## config.mk

```make
export PLATFORM = sky130hd
export DESIGN_NAME = sgf_cell
export DESIGN_NICKNAME = d
export VERILOG_FILES = /design/src/sgf_pkg.sv /design/src/sgf_cell.sv
export SDC_FILE = /design/constraint.sdc
export NUM_CORES = 1
export LEC_CHECK = 0
export BUFFER_PORTS_ARGS = -buffer_cell sky130_fd_sc_hd__buf_2
export CAP_MARGIN = 20
export CORE_AREA = 2 2 224 226
export CTS_CLUSTER_DIAMETER = 40
export DETAILED_ROUTE_END_ITERATION = 10
export DIE_AREA = 0 0 226 228
export HOLD_SLACK_MARGIN = 0.06
export PLACE_DENSITY = 0.69
export SLEW_MARGIN = 20
export SYNTH_ARGS = -nofsm -noshare
export SYNTH_HDL_FRONTEND = slang
export SYNTH_SLANG_ARGS = --single-unit
```

## constraint.sdc

```tcl
create_clock -name clk -period 8.43 [get_ports clk]
set_input_delay 1.686 -clock clk [delete_from_list [all_inputs] [get_ports clk]]
set_output_delay 1.686 -clock clk [all_outputs]
set_load 0.01 [all_outputs]
```

## src/sgf_pkg.sv

```systemverilog
// Shared types, constants and helpers for the Savitzky-Golay edge-replicating FIR.
// No dependencies; imported by every module of the block.
`timescale 1ns / 1ps

package sgf_pkg;

  // Parameter defaults for the top level
  localparam int MAX_TAPS_DEF       = 15;
  localparam int SAMPLE_BITS_DEF    = 16;
  localparam int COEF_FRAC_BITS_DEF = 12;

  // Fixed formats of the register map
  localparam int COEF_BITS     = 16;
  localparam int TAPS_PER_REG  = 4;
  localparam int NUM_COEF_REGS = 4;
  localparam int CFG_DATA_BITS = 64;
  localparam int CFG_IDX_BITS  = 3;
  localparam int WIN_BITS      = 4;
  localparam int COUNT_BITS    = 4;
  localparam int HALF_BITS     = 3;
  localparam logic [COUNT_BITS-1:0] COUNT_LIMIT = 4'd15;

  // Result queue depth; must exceed the pipeline latency
  localparam int FIFO_DEPTH = 32;

  typedef enum logic [CFG_IDX_BITS-1:0] {
    REG_WINDOW      = 3'd0,
    REG_COEF_0_3    = 3'd1,
    REG_COEF_4_7    = 3'd2,
    REG_COEF_8_11   = 3'd3,
    REG_COEF_12_15  = 3'd4
  } cfg_reg_t;

  // Control that travels beside each word down the cell chain
  typedef struct packed {
    logic valid;
    logic last;
  } sgf_ctrl_t;

  // Taps in use: clamp to the tap count, then drop an even value to the next lower odd one (zero becomes one)
  function automatic logic [WIN_BITS-1:0] taps_in_use(input logic [WIN_BITS-1:0] wl,
                                                      input int max_taps);
    logic [WIN_BITS-1:0] w;
    w = wl;
    if (int'(w) > max_taps) begin
      w = WIN_BITS'(max_taps);
    end
    if (!w[0]) begin
      w = (w == '0) ? WIN_BITS'(1) : w - WIN_BITS'(1);
    end
    return w;
  endfunction

endpackage

```

## src/sgf_cell.sv

```systemverilog
// One multiply-accumulate cell of the filter chain.
// Depends on sgf_pkg; instantiated MAX_TAPS times by the top level.
`timescale 1ns / 1ps

module sgf_cell #(
  parameter int IDX         = 0,
  parameter int MAX_TAPS    = 15,
  parameter int SAMPLE_BITS = 16,
  parameter int ACC_BITS    = 40
) (
  input  logic                                 clk,
  input  logic                                 rst,
  input  logic signed [sgf_pkg::COEF_BITS-1:0] tap,
  input  sgf_pkg::sgf_ctrl_t                   in_ctrl,
  input  logic signed [ACC_BITS-1:0]           in_acc,
  input  logic signed [SAMPLE_BITS-1:0]        in_win [MAX_TAPS],
  output sgf_pkg::sgf_ctrl_t                   out_ctrl,
  output logic signed [ACC_BITS-1:0]           out_acc,
  output logic signed [SAMPLE_BITS-1:0]        out_win [MAX_TAPS]
);
  import sgf_pkg::*;

  logic signed [SAMPLE_BITS+COEF_BITS-1:0] product;

  assign product = tap * in_win[IDX];

  always_ff @(posedge clk) begin
    if (rst) begin
      out_ctrl <= '0;
    end else begin
      out_ctrl <= in_ctrl;
    end
  end

  // Payload: add this cell's term and hand the window on
  always_ff @(posedge clk) begin
    out_acc <= in_acc + ACC_BITS'(product);
    out_win <= in_win;
  end

endmodule

```

Word level (Yosys, flattened, before mapping)
Index checks and enable logic that the tools add are counted.
{"block": "word_totals", "ff_bits": 282, "output_inout_bits": 282, "wordCells": 20}
{"block": "op_classes", "addsub": 1, "n_mul": 1}
{"op": "$add A40 B32 Y40", "count": 1}
{"op": "$mul A16 B16 Y32", "count": 1}

Depth between registers and ports, before layout
{"block": "logic_depth", "ltp_word": 2, "depth_mapped": 25, "mapped_depth_nobuf": 22}

Worst setup path after synthesis
No wires, ideal clock.
{"block": "synth_path", "path_kind": "input to register", "startpoint": "in tap[15] in the netlist's numbering", "endpoint": "reg out_acc[39]", "t_arrival_ns": 7.555, "required_ns": 8.358, "setup_slack_ns": 0.803, "stages": 22, "n_path_buf": 1, "cell_sequence": "clkbuf_1 nand2_1 inv_1 fa_1 inv_1 fa_1 inv_1 fa_1 fa_1 fa_1 inv_1 fa_1 inv_1 ha_1 a21oi_1 o21ai_0 or2_2 a21oi_1 a2111oi_1 or3_4 a221oi_2 xnor2_1"}
{"block": "synth_via", "elab_chain_cells": 2}
{"element": "start: declaration", "line_no": "sgf_cell.sv:13", "rtl": "input logic signed [sgf_pkg::COEF_BITS-1:0] tap,"}
{"element": "$mul A16 B16 Y32", "line_no": "sgf_cell.sv:25", "rtl": "assign product = tap * in_win[IDX];"}
{"element": "$add A40 B32 Y40", "line_no": "sgf_cell.sv:37", "rtl": "out_acc <= in_acc + ACC_BITS'(product);"}
{"element": "end signal: assignment", "line_no": "sgf_cell.sv:37"}
{"element": "end: declaration", "line_no": "sgf_cell.sv:18", "rtl": "output logic signed [ACC_BITS-1:0] out_acc,"}
Every way passes these cells.
A chain may end at the register's enable or synchronous reset.

Final worst setup path
{"block": "layout_path", "startpoint": "in in_win[225] in the netlist's numbering", "endpoint": "reg out_acc[39]"}
{"block": "layout_via", "elab_chain_cells": 2}
{"element": "start: declaration", "line_no": "sgf_cell.sv:16", "rtl": "input logic signed [SAMPLE_BITS-1:0] in_win [MAX_TAPS],"}
{"element": "$mul A16 B16 Y32", "line_no": "sgf_cell.sv:25"}
{"element": "$add A40 B32 Y40", "line_no": "sgf_cell.sv:37"}
Every way passes these cells.

==> metrics.md <==
| Metric | Value |
|---|---|
| Wire length of the first global-routing pass | 98200 µm |
| Count of unique library cells instantiated by Yosys | 40 |
| Number of antenna violations at the first check in global routing | 29 |
| H-tree levels | 2 |
| Clock sink count | 282 |
| Number of remaining DRC errors | 0 |
| Final Hold Fails | 0 |
| Leading cell types by total area after synthesis | sky130_fd_sc_hd__fa_1, sky130_fd_sc_hd__dfxtp_1, sky130_fd_sc_hd__ha_1, sky130_fd_sc_hd__inv_1, sky130_fd_sc_hd__and2_1 |
| Deepest clock path buffer count | 3 |
| Inserted Clock Buffers | 51 |
| Flip-flop and latch area | 5650 µm² |
| Required time of the worst setup path | 8950 ps |
| Filler instances | 4557 |
| Area of the placeable core | 49300 µm² |
| Die area | 51500 µm² |
| Detailed-route wire length per cell | 23.7 µm |
| Sum of negative setup slack | 0 ps |
| Post-Synthesis Mean Instance Area | 11.2 µm² |
| Top library cells by usage in the layout, fill and taps aside | sky130_fd_sc_hd__buf_2, sky130_fd_sc_hd__inv_1, sky130_fd_sc_hd__fa_1, sky130_fd_sc_hd__dfxtp_1, sky130_fd_sc_hd__nand2_1 |
| Placed cell count | 2810 |
| Pin count of the biggest net entering global routing | 19 |
| Arrival time worst endpoint | 8130 ps |
| Synthesized area | 17800 µm² |
| Routability congestion estimate | 1.08 |
| Area share of the largest cell type after synthesis | 37.1% |
| Fraction of layout cells with a size suffix above 1 | 30.7% |
| Total vias in the final route | 13600 |
| Result of the run | completed |
| Final Non-Filler Cells | 2908 |
| Number of ports placed on the die boundary | 582 |
| Via count of the first global-routing pass | 14800 |
| Yosys warning count | 0 |
| Final period demand of the worst path | 7600 ps |
| Clock transition at the registers of the reported paths | 60 ps |
| RSZ-0062 raised after global routing | no |
| Fin nets | 2936 |
| Die X-Extent | 226 µm |
| Total area of multi-input combinational cells | 10600 µm² |
| Part of the cycle the worst path needs | 90.2% |
| Final-report setup violation count | 0 |
| Floorplan die height | 228 µm |
| Count of hold-fix buffers inserted at cts | 0 |
| Instance count of the mapped netlist | 1587 |
| CTS tree | yes |
| Worst Hold Class | in2reg |
| Transition at the pin with the smallest max-transition slack | 599 ps |
| Worst Path Class, Setup | in2reg |
| Post_cts resized | 0 |
| DRT antenna net count | 0 |
| Type of destination of the critical path | flip-flop |
| Total congestion overflow after global routing | 0 |
| Synth-to-Final Area Change | 30.9% |
| Max cap viols | 0 |
| Initial standard-cell utilization of the core | 36.0% |
| Startpoint Class | input port |
| Number of optimization iterations in the first detailed-route pass | 5 |
| Detailed Place HPWL | 58700 µm |
| Overall track demand over capacity in global routing | 27.0% |
| Vias per cell | 4.68 |
| Number of input and output port buffers inserted | 581 |
| Maximum clock frequency | 131 MHz |
| Leading cell type in the layout, fill and taps excluded | sky130_fd_sc_hd__buf_2 |
| Routed wire length | 68900 µm |
| Fraction of the yosys area taken by sequential cells | 31.7% |
| Largest driver fanout on the critical path | 17 |
| Detailed Route Iter0 Violations | 834 |
| Max Slew Vio Count | 0 |
| Site Rows | 82 |
| Total setup buffers inserted after CTS | 0 |
| Max_slew headroom | 59.9% |
| Number of nets produced by synthesis | 2332 |
| Clock tree root buffer cell | sky130_fd_sc_hd__clkbuf_16 |
| Flops & latches, synth | 282 |
| Cell type contributing the most total cell area after synthesis | sky130_fd_sc_hd__fa_1 |
## stage by stage
stage | area (µm²) | util, % | hold WS [ps] | setup WS [ps]
after floorplan | 17800 | - | 1710 | 803
after global placement | 21400 | 43.5 | 1790 | 353
after detailed placement | 21400 | 43.5 | 1790 | 240
after CTS | 23300 | 47.2 | 1150 | 853
after global routing | 23300 | 47.2 | 1150 | 479
final | 23300 | 47.2 | 1180 | 825
## synthesized netlist by cell type
library cell,n
sky130_fd_sc_hd__a211oi_1,6
sky130_fd_sc_hd__clkbuf_1,35
sky130_fd_sc_hd__and2_1,113
sky130_fd_sc_hd__fa_1,330
sky130_fd_sc_hd__nor2b_1,4
sky130_fd_sc_hd__and4_1,1
sky130_fd_sc_hd__a221oi_2,1
sky130_fd_sc_hd__a41oi_1,2
sky130_fd_sc_hd__or3_4,1
sky130_fd_sc_hd__o21ai_0,14
sky130_fd_sc_hd__nor2_1,26
sky130_fd_sc_hd__o2111ai_1,1
sky130_fd_sc_hd__or2_2,1
sky130_fd_sc_hd__nand2_1,144
sky130_fd_sc_hd__buf_1,1
sky130_fd_sc_hd__o21ai_1,1
sky130_fd_sc_hd__inv_1,374
sky130_fd_sc_hd__o211ai_1,2
sky130_fd_sc_hd__ha_1,115
sky130_fd_sc_hd__a21o_1,16
sky130_fd_sc_hd__xor2_1,10
sky130_fd_sc_hd__a2111oi_0,3
sky130_fd_sc_hd__a221oi_1,1
sky130_fd_sc_hd__o31a_1,1
sky130_fd_sc_hd__a2111oi_4,1
sky130_fd_sc_hd__a2111oi_1,1
sky130_fd_sc_hd__xnor2_1,32
sky130_fd_sc_hd__a31o_2,2
sky130_fd_sc_hd__a21oi_1,28
sky130_fd_sc_hd__dfxtp_1,282
sky130_fd_sc_hd__nand3_1,6
sky130_fd_sc_hd__o21bai_1,8
sky130_fd_sc_hd__a31oi_1,4
sky130_fd_sc_hd__nand4_1,3
sky130_fd_sc_hd__o41ai_1,1
sky130_fd_sc_hd__nor3_1,6
sky130_fd_sc_hd__o311ai_2,1
sky130_fd_sc_hd__a221o_1,1
sky130_fd_sc_hd__nand2b_1,2
sky130_fd_sc_hd__o21a_1,6
## path summary, 6_finish.rpt
path | start | to | depth (start not counted)
setup / recovery | in_win[225] | out_acc[39] | 22
hold / removal | in_win[15] | out_win[15] | 1
## state kept, by name, indices dropped and copies added, names as in the netlist
| signal | count |
|---|---|
| out_ctrl | 2 |
| out_acc | 40 |
| out_win | 240 |
## layer usage
metal | vias up | GRT usage (%) | routed length (µm) | share of wire (%)
li1 | 5907 | - | - | -
met1 | 6901 | 35.7 | 28700 | 42
met2 | 665 | 41.9 | 30600 | 44
met3 | 133 | 7.88 | 6670 | 9.7
met4 | 12 | 9.77 | 2840 | 4.1
met5 | - | 0 | 77 | 0.11
## critical path, stage by stage
cell and delay [ps]:
sky130_fd_sc_hd__buf_2 210, sky130_fd_sc_hd__nand2_1 190, sky130_fd_sc_hd__inv_1 90, sky130_fd_sc_hd__fa_1 760
sky130_fd_sc_hd__inv_1 130, sky130_fd_sc_hd__fa_1 570, sky130_fd_sc_hd__inv_1 270, sky130_fd_sc_hd__fa_1 500
sky130_fd_sc_hd__fa_1 510, sky130_fd_sc_hd__fa_1 510, sky130_fd_sc_hd__inv_1 50, sky130_fd_sc_hd__fa_1 480
sky130_fd_sc_hd__inv_1 40, sky130_fd_sc_hd__ha_1 330, sky130_fd_sc_hd__a21oi_1 160, sky130_fd_sc_hd__o21ai_0 140
sky130_fd_sc_hd__or2_2 330, sky130_fd_sc_hd__a21oi_1 210, sky130_fd_sc_hd__a2111oi_1 90, sky130_fd_sc_hd__or3_4 460
sky130_fd_sc_hd__a221oi_2 270, sky130_fd_sc_hd__xnor2_1 150
## layout make-up
cell class	instances	share of cell area [%]
multi-input cells	895	45.5
flip-flops and latches	282	24.3
repair buffers	587	12.7
inverters	374	6.03
clock buffers	57	5.71
well taps	672	3.61
clock inverters	38	2.14
diodes	3	0.0322
## logic make-up after synthesis
logic type,share of synthesized area (%)
buffers and inverters,8.65
xor gates and xnor gates,2.07
AOI/OAI and AO/OA,3.94
and+or+nand+nor,8.36
adders and majority gates,45.2
DFF,31.7
Power is left out: the tool's default activity adds up to more than one toggle a clock period on the data nets, which glitch-free logic cannot reach.
