<file path="config.mk">
export PLATFORM = sky130hd
export DESIGN_NAME = sgf_fifo
export DESIGN_NICKNAME = d
export VERILOG_FILES = /design/src/sgf_pkg.sv /design/src/sgf_fifo.sv
export SDC_FILE = /design/constraint.sdc
export NUM_CORES = 1
export LEC_CHECK = 0
export BUFFER_PORTS_ARGS = -buffer_cell sky130_fd_sc_hd__buf_2
export CORE_AREA = 5 5 148 291
export CTS_CLUSTER_DIAMETER = 80
export DETAILED_ROUTE_END_ITERATION = 10
export DIE_AREA = 0 0 153 296
export GPL_TIMING_DRIVEN = 1
export PLACE_DENSITY = 0.73
export SYNTH_ARGS = -nofsm -noshare
export SYNTH_HDL_FRONTEND = slang
export SYNTH_SLANG_ARGS = --single-unit
</file>
<file path="constraint.sdc">
create_clock -name clk -period 6.45 [get_ports clk]
set_clock_uncertainty 0.05 [all_clocks]
set_input_delay 0 -clock clk [delete_from_list [all_inputs] [get_ports clk]]
set_output_delay 0 -clock clk [all_outputs]
set_load 0.01 [all_outputs]
</file>
<file path="src/sgf_pkg.sv">
// Shared types, constants and helpers for the Savitzky-Golay edge-replicating FIR.
// No dependencies; imported by every module of the block.
`timescale 1ns / 1ps

package sgf_pkg;

  // Parameter defaults for the top level
  localparam int MAX_TAPS_DEF       = 15;
  localparam int SAMPLE_BITS_DEF    = 16;
  localparam int COEF_FRAC_BITS_DEF = 12;

  // Fixed formats of the register map
  localparam int COEF_BITS     = 16;
  localparam int TAPS_PER_REG  = 4;
  localparam int NUM_COEF_REGS = 4;
  localparam int CFG_DATA_BITS = 64;
  localparam int CFG_IDX_BITS  = 3;
  localparam int WIN_BITS      = 4;
  localparam int COUNT_BITS    = 4;
  localparam int HALF_BITS     = 3;
  localparam logic [COUNT_BITS-1:0] COUNT_LIMIT = 4'd15;

  // Result queue depth; must exceed the pipeline latency
  localparam int FIFO_DEPTH = 32;

  typedef enum logic [CFG_IDX_BITS-1:0] {
    REG_WINDOW      = 3'd0,
    REG_COEF_0_3    = 3'd1,
    REG_COEF_4_7    = 3'd2,
    REG_COEF_8_11   = 3'd3,
    REG_COEF_12_15  = 3'd4
  } cfg_reg_t;

  // Control that travels beside each word down the cell chain
  typedef struct packed {
    logic valid;
    logic last;
  } sgf_ctrl_t;

  // Taps in use: clamp to the tap count, then drop an even value to the next lower odd one (zero becomes one)
  function automatic logic [WIN_BITS-1:0] taps_in_use(input logic [WIN_BITS-1:0] wl,
                                                      input int max_taps);
    logic [WIN_BITS-1:0] w;
    w = wl;
    if (int'(w) > max_taps) begin
      w = WIN_BITS'(max_taps);
    end
    if (!w[0]) begin
      w = (w == '0) ? WIN_BITS'(1) : w - WIN_BITS'(1);
    end
    return w;
  endfunction

endpackage

</file>
<file path="src/sgf_fifo.sv">
// Result queue: first-word-fall-through FIFO in flip-flops.
// Depends on sgf_pkg only for the shared import convention.
`timescale 1ns / 1ps

module sgf_fifo #(
  parameter int WIDTH = 17,
  parameter int DEPTH = 32
) (
  input  logic             clk,
  input  logic             rst,
  input  logic             push,
  input  logic [WIDTH-1:0] din,
  input  logic             pop,
  output logic             not_empty,
  output logic [WIDTH-1:0] dout
);
  import sgf_pkg::*;

  localparam int PTR_BITS = (DEPTH > 1) ? $clog2(DEPTH) : 1;
  localparam int CNT_BITS = $clog2(DEPTH + 1);

  logic [WIDTH-1:0]    mem [DEPTH];
  logic [PTR_BITS-1:0] wr_ptr;
  logic [PTR_BITS-1:0] rd_ptr;
  logic [CNT_BITS-1:0] count;

  assign not_empty = (count != '0);
  assign dout      = mem[rd_ptr];

  always_ff @(posedge clk) begin
    if (rst) begin
      wr_ptr <= '0;
      rd_ptr <= '0;
      count  <= '0;
    end else begin
      if (push) begin
        wr_ptr <= (wr_ptr == PTR_BITS'(DEPTH - 1)) ? '0 : wr_ptr + PTR_BITS'(1);
      end
      if (pop) begin
        rd_ptr <= (rd_ptr == PTR_BITS'(DEPTH - 1)) ? '0 : rd_ptr + PTR_BITS'(1);
      end
      count <= count + CNT_BITS'(push) - CNT_BITS'(pop);
    end
  end

  always_ff @(posedge clk) begin
    if (push) begin
      mem[wr_ptr] <= din;
    end
  end

endmodule

</file>
---- Word level (Yosys, flattened, before mapping) ----
Memory sizes are Yosys's and may differ from the RTL's. A register that Yosys moved wholly into a read port is not among the register bits.
Cells that the tools add are included.
cells by class
  reduce and logical (&&, ||, !) cells .... 1
  div/mod/pow operators ................... 0
  add/subtract/negate cells ............... 4
  equal/unequal tests ..................... 2
  $lt $le $gt $ge ......................... 0
  mux-type cells .......................... 6
  $mul .................................... 0
  bitwise gates (word level) .............. 0
  shift-type cells ........................ 0
operator list
  operator               count
  $mux W5                4
  $add A5 B1 Y5 const B  2
  $eq A5 B5 Y1 const B   2
  $add A6 B1 Y6          1
  $reduce_bool A6 Y1     1
  $sub A6 B1 Y6          1
  $mux W1                2
storage, ports and cells
  output and inout bits ................... 18
  memory bits (read-only) ................. 0
  memories kept ........................... 1
  bits of input ports ..................... 21
  register bits after elaboration ......... 16
  RAM bits ................................ 544
  bits in latches ......................... 0
memories
  memory  depth  bits a word  rd ports  clocked after memory_dff  write ports  line            source
  mem     32     17           1         1                         1            sgf_fifo.sv:22  logic [WIDTH-1:0] mem [DEPTH];

---- Depth between registers and ports, before layout ----
Gate-level depths: netlist (run 1).
  word-level depth ........................ 4
  gate-level depth with buffers ........... 10

---- Least setup slack after synthesis (run 1) ----
No wires, ideal clock.
  path type ............................... register to register
  start point ............................. reg wr_ptr[4]
  end point ............................... mem mem[24][0], enable pin
  cell stages (with the launch flop) ...... 4
  path slack .............................. 3.981 ns
  clock period less this slack ............ 2.469 ns
  data arrival time ....................... 2.007 ns
  path buffers ............................ 1
  setup time .............................. 0.412 ns
  cell sequence ........................... dfxtp_1 clkbuf_1 nand2_1 nor3_1
RTL lines
  item                    line            source
  start, declared         sgf_fifo.sv:23  logic [PTR_BITS-1:0] wr_ptr;
  start signal, assigned  sgf_fifo.sv:37  wr_ptr <= (wr_ptr == PTR_BITS'(DEPTH - 1)) ? '0 : wr_ptr + PTR_BITS'(1);
  end, declared           sgf_fifo.sv:22
No word-level cell before the write port.

==> results of run 1 <==
-- state kept, by name, indices dropped and copies added (netlist names), named ones only --
signal	cells
wr_ptr	5
count	6
rd_ptr	5
mem	544
-- per-stage QoR --
stage          area [sq um]  setup slack, ns  hold WS (ns)
6_report              24400             2.74         0.334
5_1_grt               24400             2.64         0.364
4_1_cts               24400             2.72         0.315
3_5_place_dp          22800             3.32         0.357
3_3_place_gp          22800             3.30         0.339
2_1_floorplan         21900             3.98        0.0489
-- cell usage after synthesis, drive strengths merged, types with 2 or more instances --
library cell  instances
edfxtp              544
mux2i               140
a22oi               104
mux4                 68
buf                  42
nor2                 41
nand3                37
clkbuf               21
dfxtp                21
nand4                18
ha                   15
inv                  13
nor3                 13
nand2                 9
a21oi                 5
and3                  5
nand2b                5
o21ai                 5
nor2b                 4
nand3b                3
nor3b                 2
nor4                  2
-- final cells by class --
type	count	area [sq um]	share of cell area
well taps	530	663	0.0271
repair buffers	95	681	0.0278
inverters	13	48.8	0.00200
multi-input cells	489	4870	0.199
clock inverters	23	153	0.00624
clock buffers	58	1260	0.0515
flip-flops and latches	565	16800	0.686
-- critical path, delay by kind of cell (launching register included) --
| family | cells | cell delay [ns] |
|---|---|---|
| flip-flops | 1 | 0.89 |
| AND/OR/NAND/NOR | 1 | 0.30 |
| buffers and inverters | 2 | 0.84 |
| AO/OA/AOI/OAI | 1 | 0.43 |
| multiplexers | 1 | 0.43 |
-- cells by family after synthesis --
group                      Yosys count  share of synthesized area
AOI/OAI and AO/OA                  118                     0.0393
DFF                                565                      0.763
buffers and inverters               76                     0.0196
adders and majority gates           16                    0.00946
xor gates and xnor gates             2                   0.000798
and+or+nand+nor                    144                     0.0333
muxes                              209                      0.134
-- power groups by stage --
stage,Combinational [mW],Clock [mW],Sequential (mW)
floorplan,0.279,0,4.14
detailed placement,0.426,0,4.16
global placement,0.412,0,4.16
finish,0.432,2.66,4.08
global route,0.475,2.85,4.08
CTS,0.438,2.69,4.08
-- final timing paths --
kind,start,end
max,flip-flop,dout[0]
max reg2reg,wr_ptr[4],mem[25][2]
min,rst,count[1]
min reg2reg,wr_ptr[1],wr_ptr[1]
-- layer usage --
metal	track usage	share of wire	vias up
met2	0.425	0.54	473
met4	0.140	0.075	0
li1	-	-	4765
met1	0.247	0.32	5702
met3	0.0311	0.058	171
met5	0	0	-
-- repair_timing --
| item | in CTS | in global routing |
|---|---|---|
| hold buffers | 20 | 0 |
| setup buffers | 0 | 0 |
| endpoints found under the setup margin | 0 | 0 |
| hold endpoints to repair | 565 | 0 |
==> impl_metrics.env, run 1 <==
export IMPL_outcome="completed"
export IMPL_grt_overflow=0
export IMPL_h_tree_depth=2
export IMPL_synthArstFlopShare=0
export IMPL_final_util=0.606
export IMPL_arrival_ns=3.66
export IMPL_ys_warn_count=0
export IMPL_dpl_hpwl_um=31700
export IMPL_drcViolationCount=0
export IMPL_hold_viol_final=0
export IMPL_synth_nets=1167
export IMPL_initial_core_util=0.544
export IMPL_reg2reg_depth=3
export IMPL_die_x_um=153
export IMPL_path_cells="buf_12 -> mux4_2 -> a22oi_1 -> nand4_1 -> buf_2"
export IMPL_synthTopCellsByArea="edfxtp_1 (74%), mux4_2 (7.0%), mux2i_1 (6.4%)"
export IMPL_grt_max_degree=122
export IMPL_hold_path_depth=3
export IMPL_syn_to_final_growth_pct=11.4
export IMPL_power_internal_mw=5.65
export IMPL_setup_tns_ns=0
export IMPL_synthFlopType="edfxtp_1"
export IMPL_die_area_sq_um=45300
export IMPL_syn_inst=1130
export IMPL_clk_pin_slew_ns=0.06
export IMPL_placed_cells=1672
export IMPL_drtIter0Drc=975
export IMPL_holdCritPathClass="input pin to flip-flop"
export IMPL_crit_slowest_cell="dfxtp_4"
export IMPL_cap_violations=0
export IMPL_vias=11111
export IMPL_cts_tree="yes"
export IMPL_clk_latency_ns=0.56
export IMPL_period_needed_ns=3.71
export IMPL_power_switching_mw=1.52
export IMPL_synth_area_sq_um=21900
export IMPL_slew_violations=0
export IMPL_final_cells=1773
export IMPL_grt_pass1_vias=11603
export IMPL_core_sq_um=40300
export IMPL_wirelength_um=51500
export IMPL_grt_util_all_layers=0.229
export IMPL_numCtsBuffers=46
export IMPL_comb_power_share=0.060
export IMPL_worstMarginPinSlew_ns=1.29
export IMPL_swShare=0.212
export IMPL_yosysSeqAreaShare=0.763
export IMPL_crit_path_end_kind="output port"
export IMPL_layout_common_cells="edfxtp_1 (544), mux2i_1 (140), a22oi_1 (104)"
export IMPL_grt_pass1_wl_um=75400
export IMPL_max_stage_delay_ns=0.89
export IMPL_yosys_area_top_type_share=0.744
export IMPL_fin_nets=1247
export IMPL_ir_worst_vdd_mv=0.286
export IMPL_mostFrequentLayoutCell="edfxtp_1"
export IMPL_final_antenna_net_count=0
export IMPL_post_drt_wl_per_cell_um=29.0
export IMPL_syn_area_per_cell_sq_um=19.4
export IMPL_synth_distinct_cells=40
export IMPL_antenna_cells=0
export IMPL_vias_per_cell=6.27
export IMPL_globalplace_congestion=0.838
export IMPL_r2r_setup_slack_ns=3.76
export IMPL_total_power_mw=7.17
export IMPL_worstPathMaxFanout=121
export IMPL_cts_sinks=565
export IMPL_fill_cells=2874
export IMPL_cts_repair_resized=0
export IMPL_synth_seq_cells=565
export IMPL_p_leak_nw=7.43
export IMPL_seqPwrFrac=0.569
export IMPL_relSlewSlack=0.138
export IMPL_clockBufferDepth=3
export IMPL_ioPinCount=39
export IMPL_die_h_um=296
export IMPL_rsz0062_at_grt="false"
export IMPL_synth_edf_count=544
export IMPL_critPathKind="flip-flop to output port"
export IMPL_period_share=0.575
export IMPL_fmax_mhz=269
export IMPL_yosys_area_top_type="edfxtp_1"
export IMPL_cp_required_ns=6.40
export IMPL_num_rows=104
export IMPL_drive_gt1_frac=0.196
export IMPL_drt_pass1_iter_count=6
export IMPL_setup_violations=0
export IMPL_cts_root_buffer="clkbuf_16"
export IMPL_port_buffers=38
export IMPL_power_density_nw_per_um2=293
export IMPL_critPathLaunchType="flip-flop"
export IMPL_clkPwrFrac=0.371
export IMPL_antenna_found_initial=0
Power figures use the tool's default switching activity.
==> run 2, diff against run 1 <==
Settings changed: PLACE_DENSITY 0.73 to 0.76.
Clock period 6.45 ns to 3.25 ns, I/O delays scaled along.
==> run 2 against run 1 <==
Clock-buffer cell count is 11 lower. Non-clock buffer count is 16 higher. Sequential share of layout area is 0.74 points lower. Utilization is 0.66 points higher. Critical path depth stayed put. Via count is 1.9% lower. Clock power is 110% higher. Total power is 100% higher. Sequential cell count stayed put. Critical endpoint is now dout[4]. Largest cell class unchanged.
==> impl_metrics.env, run 2 (synthesized netlist as in run 1, its figures left out) <==
export IMPL_grt_overflow=0
export IMPL_die_x_um=153
export IMPL_clk_pin_slew_ns=0.06
export IMPL_worstPathMaxFanout=20
export IMPL_globalplace_congestion=0.861
export IMPL_grt_pass1_vias=11506
export IMPL_die_h_um=296
export IMPL_swShare=0.206
export IMPL_post_drt_wl_per_cell_um=26.1
export IMPL_num_rows=104
export IMPL_grt_pass1_wl_um=70600
export IMPL_drcViolationCount=0
export IMPL_holdCritPathClass="input pin to flip-flop"
export IMPL_crit_path_end_kind="output port"
export IMPL_power_density_nw_per_um2=589
export IMPL_setup_tns_ns=0
export IMPL_syn_to_final_growth_pct=12.6
export IMPL_mostFrequentLayoutCell="edfxtp_1"
export IMPL_ioPinCount=39
export IMPL_cp_required_ns=3.20
export IMPL_antenna_cells=0
export IMPL_post_cts_buffers=0
export IMPL_numCtsBuffers=45
export IMPL_power_switching_mw=3.00
export IMPL_vias=10905
export IMPL_critPathKind="flip-flop to output port"
export IMPL_dpl_hpwl_um=30300
export IMPL_ir_worst_vdd_mv=0.553
export IMPL_die_area_sq_um=45300
export IMPL_max_stage_delay_ns=0.61
export IMPL_arrival_ns=2.85
export IMPL_antenna_found_initial=0
export IMPL_cts_repair_resized=0
export IMPL_grt_max_degree=54
export IMPL_cap_violations=0
export IMPL_holdBufCountCts=20
export IMPL_initial_core_util=0.544
export IMPL_slew_violations=0
export IMPL_seqPwrFrac=0.555
export IMPL_cts_sinks=565
export IMPL_grt_util_all_layers=0.207
export IMPL_final_cell_area_sq_um=24700
export IMPL_cts_root_buffer="clkbuf_16"
export IMPL_path_cells="buf_4 -> mux4_2 -> a22oi_1 -> nand4_1 -> buf_2"
export IMPL_final_antenna_net_count=0
export IMPL_p_leak_nw=7.58
export IMPL_worstMarginPinSlew_ns=0.813
export IMPL_placed_cell_area_sq_um=23000
export IMPL_setup_slack_ns=0.352
export IMPL_vias_per_cell=6.11
export IMPL_drive_gt1_frac=0.207
export IMPL_setup_violations=0
export IMPL_hold_viol_final=0
export IMPL_largest_reg_flops=544
export IMPL_layout_common_cells="edfxtp_1 (544), mux2i_1 (140), a22oi_1 (104)"
export IMPL_comb_power_share=0.061
export IMPL_port_buffers=38
export IMPL_top_register="mem"
export IMPL_clk_latency_ns=0.54
export IMPL_reg_top3="mem x544, count x6"
export IMPL_cts_tree="yes"
export IMPL_rsz0062_at_grt="false"
export IMPL_crit_slowest_cell="dfxtp_4"
export IMPL_h_tree_depth=2
export IMPL_cp_num_buf_inv=2
export IMPL_period_needed_ns=2.90
export IMPL_cp_top_family="flip-flops"
export IMPL_wirelength_um=46600
export IMPL_clkPwrFrac=0.384
export IMPL_fmax_mhz=345
export IMPL_clockBufferDepth=3
export IMPL_core_sq_um=40300
export IMPL_pre_cts_slack_ns=0.850
export IMPL_drt_pass1_iter_count=8
export IMPL_critPathLaunchType="flip-flop"
export IMPL_period_share=0.892
export IMPL_drtIter0Drc=943
export IMPL_fin_nets=1262
export IMPL_power_internal_mw=11.6
export IMPL_relSlewSlack=0.458
export IMPL_reg2reg_from="wr_ptr[2]"
export IMPL_outcome="completed"
export IMPL_worstHoldStart="rst"
run 2: final timing paths:
path / endpoint / slack [ns] / cells after the start
max reg2reg: mem[12][11] / 0.88 / 3
min: count[1] / 0.33 / 3
max: dout[4] / 0.35 / 5
min reg2reg: wr_ptr[1] / 0.48 / 2
run 2: area by class of cell:
type                            count  area, sq um
Inverter                           13         48.8
Timing Repair Buffer              111          876
Multi-Input combinational cell    489         4870
Clock buffer                       47         1130
Tap cell                          530          663
Clock inverter                     31          358
Fill cell                        2795        15600
Sequential cell                   565        16800
run 2: stage by stage:
step	total power [mW]	cells	hold WS, ns	utilization
after global routing	15.0	1786	0.359	0.613
after detailed placement	9.11	1688	0.334	0.571
after CTS	14.6	1786	0.303	0.613
final	14.6	1786	0.331	0.613
after global placement	9.07	1688	0.325	0.571
after floorplan	8.78	1130	0.0489	-
run 2: metal layers:
metal / global-route usage / up-vias / wire length (um)
met1: 0.237 / 5567 / 16100
met2: 0.392 / 429 / 26100
met5: 0 / - / 0
met4: 0.0861 / 0 / 1980
met3: 0.0256 / 111 / 2410
li1: - / 4798 / -
run 2: tightest hold or removal path, stage by stage:
cell           delay [ns]
dlygate4sd3_1        0.53
buf_2                0.23
nor2_1               0.12
run 2: power by group through the flow:
| stage | Combinational [mW] | Clock (mW) | Sequential (mW) |
|---|---|---|---|
| after CTS | 0.891 | 5.67 | 8.08 |
| final | 0.881 | 5.60 | 8.08 |
| after floorplan | 0.554 | 0 | 8.22 |
| after global placement | 0.825 | 0 | 8.24 |
| after detailed placement | 0.868 | 0 | 8.24 |
| after global routing | 0.962 | 6.00 | 8.09 |
==> run 3, diff against run 2 <==
Settings changed: CORE_AREA 5 5 148 291 to 2 2 145 288, DIE_AREA 0 0 153 296 to 0 0 147 290, PLACE_DENSITY 0.76 to 0.72.
==> run 3 against run 2 <==
Total power grew 2.6%. Critical path depth is the same. First-iteration DRC count grew 18%. Cell area grew 0.93%. Die area shrank 5.9%. Hold slack gained 0.012 ns. Sequential cell count is the same. Setup slack lost 0.18 ns. Sequential power is essentially flat. Clock power grew 5.9%. Routed wire length grew 9.4%. Fmax shrank 5.8%. Critical path type unchanged.
==> impl_metrics.env, run 3 (synthesized netlist as in run 1, its figures left out) <==
export IMPL_cts_repair_resized=0
export IMPL_clk_latency_ns=0.56
export IMPL_top_usage_layer="met2"
export IMPL_power_internal_mw=11.8
export IMPL_die_h_um=290
export IMPL_grt_overflow=0
export IMPL_grt_max_degree=49
export IMPL_critPathKind="flip-flop to output port"
export IMPL_grt_pass1_wl_um=74900
export IMPL_dpl_hpwl_um=32400
export IMPL_layout_common_cells="edfxtp_1 (544), mux2i_1 (140), a22oi_1 (104)"
export IMPL_cts_sinks=565
export IMPL_port_buffers=38
export IMPL_placed_cells=1700
export IMPL_vias_per_cell=6.18
export IMPL_grt_util_all_layers=0.241
export IMPL_fin_nets=1274
export IMPL_antenna_found_initial=0
export IMPL_use_met3=0.0239
export IMPL_hold_viol_final=0
export IMPL_drcViolationCount=0
export IMPL_holdCritPathClass="input pin to flip-flop"
export IMPL_largest_reg_flops=544
export IMPL_ir_worst_vdd_mv=0.499
export IMPL_num_rows=104
export IMPL_relSlewSlack=0.456
export IMPL_core_sq_um=40300
export IMPL_setup_violations=0
export IMPL_period_needed_ns=3.08
export IMPL_arrival_ns=3.03
export IMPL_drtIter0Drc=1109
export IMPL_crit_path_end_kind="output port"
export IMPL_wirelength_um=51000
export IMPL_initial_core_util=0.544
export IMPL_critPathLaunchType="flip-flop"
export IMPL_setup_tns_ns=0
export IMPL_fmax_mhz=325
export IMPL_period_share=0.947
export IMPL_swShare=0.207
export IMPL_die_x_um=147
export IMPL_reg2reg_from="wr_ptr[2]"
export IMPL_rsz0062_at_grt="false"
export IMPL_outcome="completed"
export IMPL_antenna_cells=0
export IMPL_cp_required_ns=3.20
export IMPL_worstHoldStart="rst"
export IMPL_globalplace_congestion=0.854
export IMPL_syn_to_final_growth_pct=13.6
export IMPL_final_antenna_net_count=0
export IMPL_drt_pass1_iter_count=5
export IMPL_clkPwrFrac=0.397
export IMPL_cts_root_buffer="clkbuf_16"
export IMPL_p_leak_nw=7.69
export IMPL_path_cells="buf_4 -> mux4_2 -> a22oi_1 -> nand4_1 -> buf_2"
export IMPL_reg_top3="mem x544, count x6"
export IMPL_mostFrequentLayoutCell="edfxtp_1"
export IMPL_final_util=0.618
export IMPL_drive_gt1_frac=0.222
export IMPL_ioPinCount=39
export IMPL_clk_pin_slew_ns=0.07
export IMPL_seqPwrFrac=0.541
export IMPL_h_tree_depth=2
export IMPL_comb_power_share=0.062
export IMPL_crit_slowest_cell="mux4_2"
export IMPL_post_drt_wl_per_cell_um=28.3
export IMPL_worstPathMaxFanout=15
export IMPL_max_stage_delay_ns=0.55
export IMPL_final_cells=1802
export IMPL_vias=11135
export IMPL_pre_cts_slack_ns=0.757
export IMPL_top_register="mem"
export IMPL_fin_worst_hold_slack_ns=0.343
export IMPL_worstMarginPinSlew_ns=0.813
export IMPL_grtUsageMet2=0.440
export IMPL_slew_violations=0
export IMPL_grt_use_met1=0.283
export IMPL_power_switching_mw=3.10
export IMPL_grt_pass1_vias=11548
export IMPL_power_density_nw_per_um2=599
export IMPL_setup_slack_ns=0.172
export IMPL_cts_tree="yes"
export IMPL_die_area_sq_um=42600
export IMPL_numCtsBuffers=45
export IMPL_clockBufferDepth=3
export IMPL_cap_violations=0
run 3: changes by cell type in the layout (fill, tap and decap cells not counted), sizes merged:
cell	delta
clkinv	-10
clkinvlp	+2
bufinv	+1
inv	+1
buf	+12
clkbuf	+10
run 3: critical path: cells and delay by family (launching register included):
kind                   cells  cell delay (ns)
AO/OA/AOI/OAI              1             0.49
AND/OR/NAND/NOR            1             0.30
flip-flops                 1             0.53
buffers and inverters      2             0.59
multiplexers               1             0.55
run 3: final cells by class:
type	count	area, sq um
Sequential cell	565	16800
Fill cell	2847	15400
Multi-Input combinational cell	489	4890
Clock buffer	57	1240
Timing Repair Buffer	123	966
Tap cell	530	663
Clock inverter	25	369
Inverter	13	48.8
run 3: final timing paths:
check	to	slack [ns]	cells past startpoint
setup / recovery	dout[5]	0.17	5
hold / removal	count[1]	0.34	3
setup reg to reg	mem[31][2]	0.98	3
hold reg to reg	wr_ptr[1]	0.49	2
run 3: routing by layer:
layer  up-vias  wire [um]  part of all wire
li1       4824          -                 -
met1      5785      18200              0.36
met2       395      27700              0.54
met3       131       2280             0.045
met4         0       2840             0.056
met5         -          0                 0
run 3: per-stage QoR:
step	total power, mW	area [sq um]
final	14.9	24900
after global routing	15.3	24900
after CTS	15.0	24900
after detailed placement	9.15	23100
after global placement	9.12	23100
after floorplan	8.78	21900
run 3: power by group through the flow:
| stage | registers [mW] | logic (mW) | clock network, mW |
|---|---|---|---|
| floorplan | 8.22 | 0.554 | 0 |
| detailed placement | 8.24 | 0.910 | 0 |
| global placement | 8.24 | 0.881 | 0 |
| global route | 8.08 | 0.997 | 6.25 |
| finish | 8.08 | 0.922 | 5.93 |
| CTS | 8.08 | 0.932 | 6.01 |
run 3: timing repair:
action,4_1_cts,5_1_grt
hold buffers,20,0
setup buffers,0,0
endpoints found under the hold margin,565,0
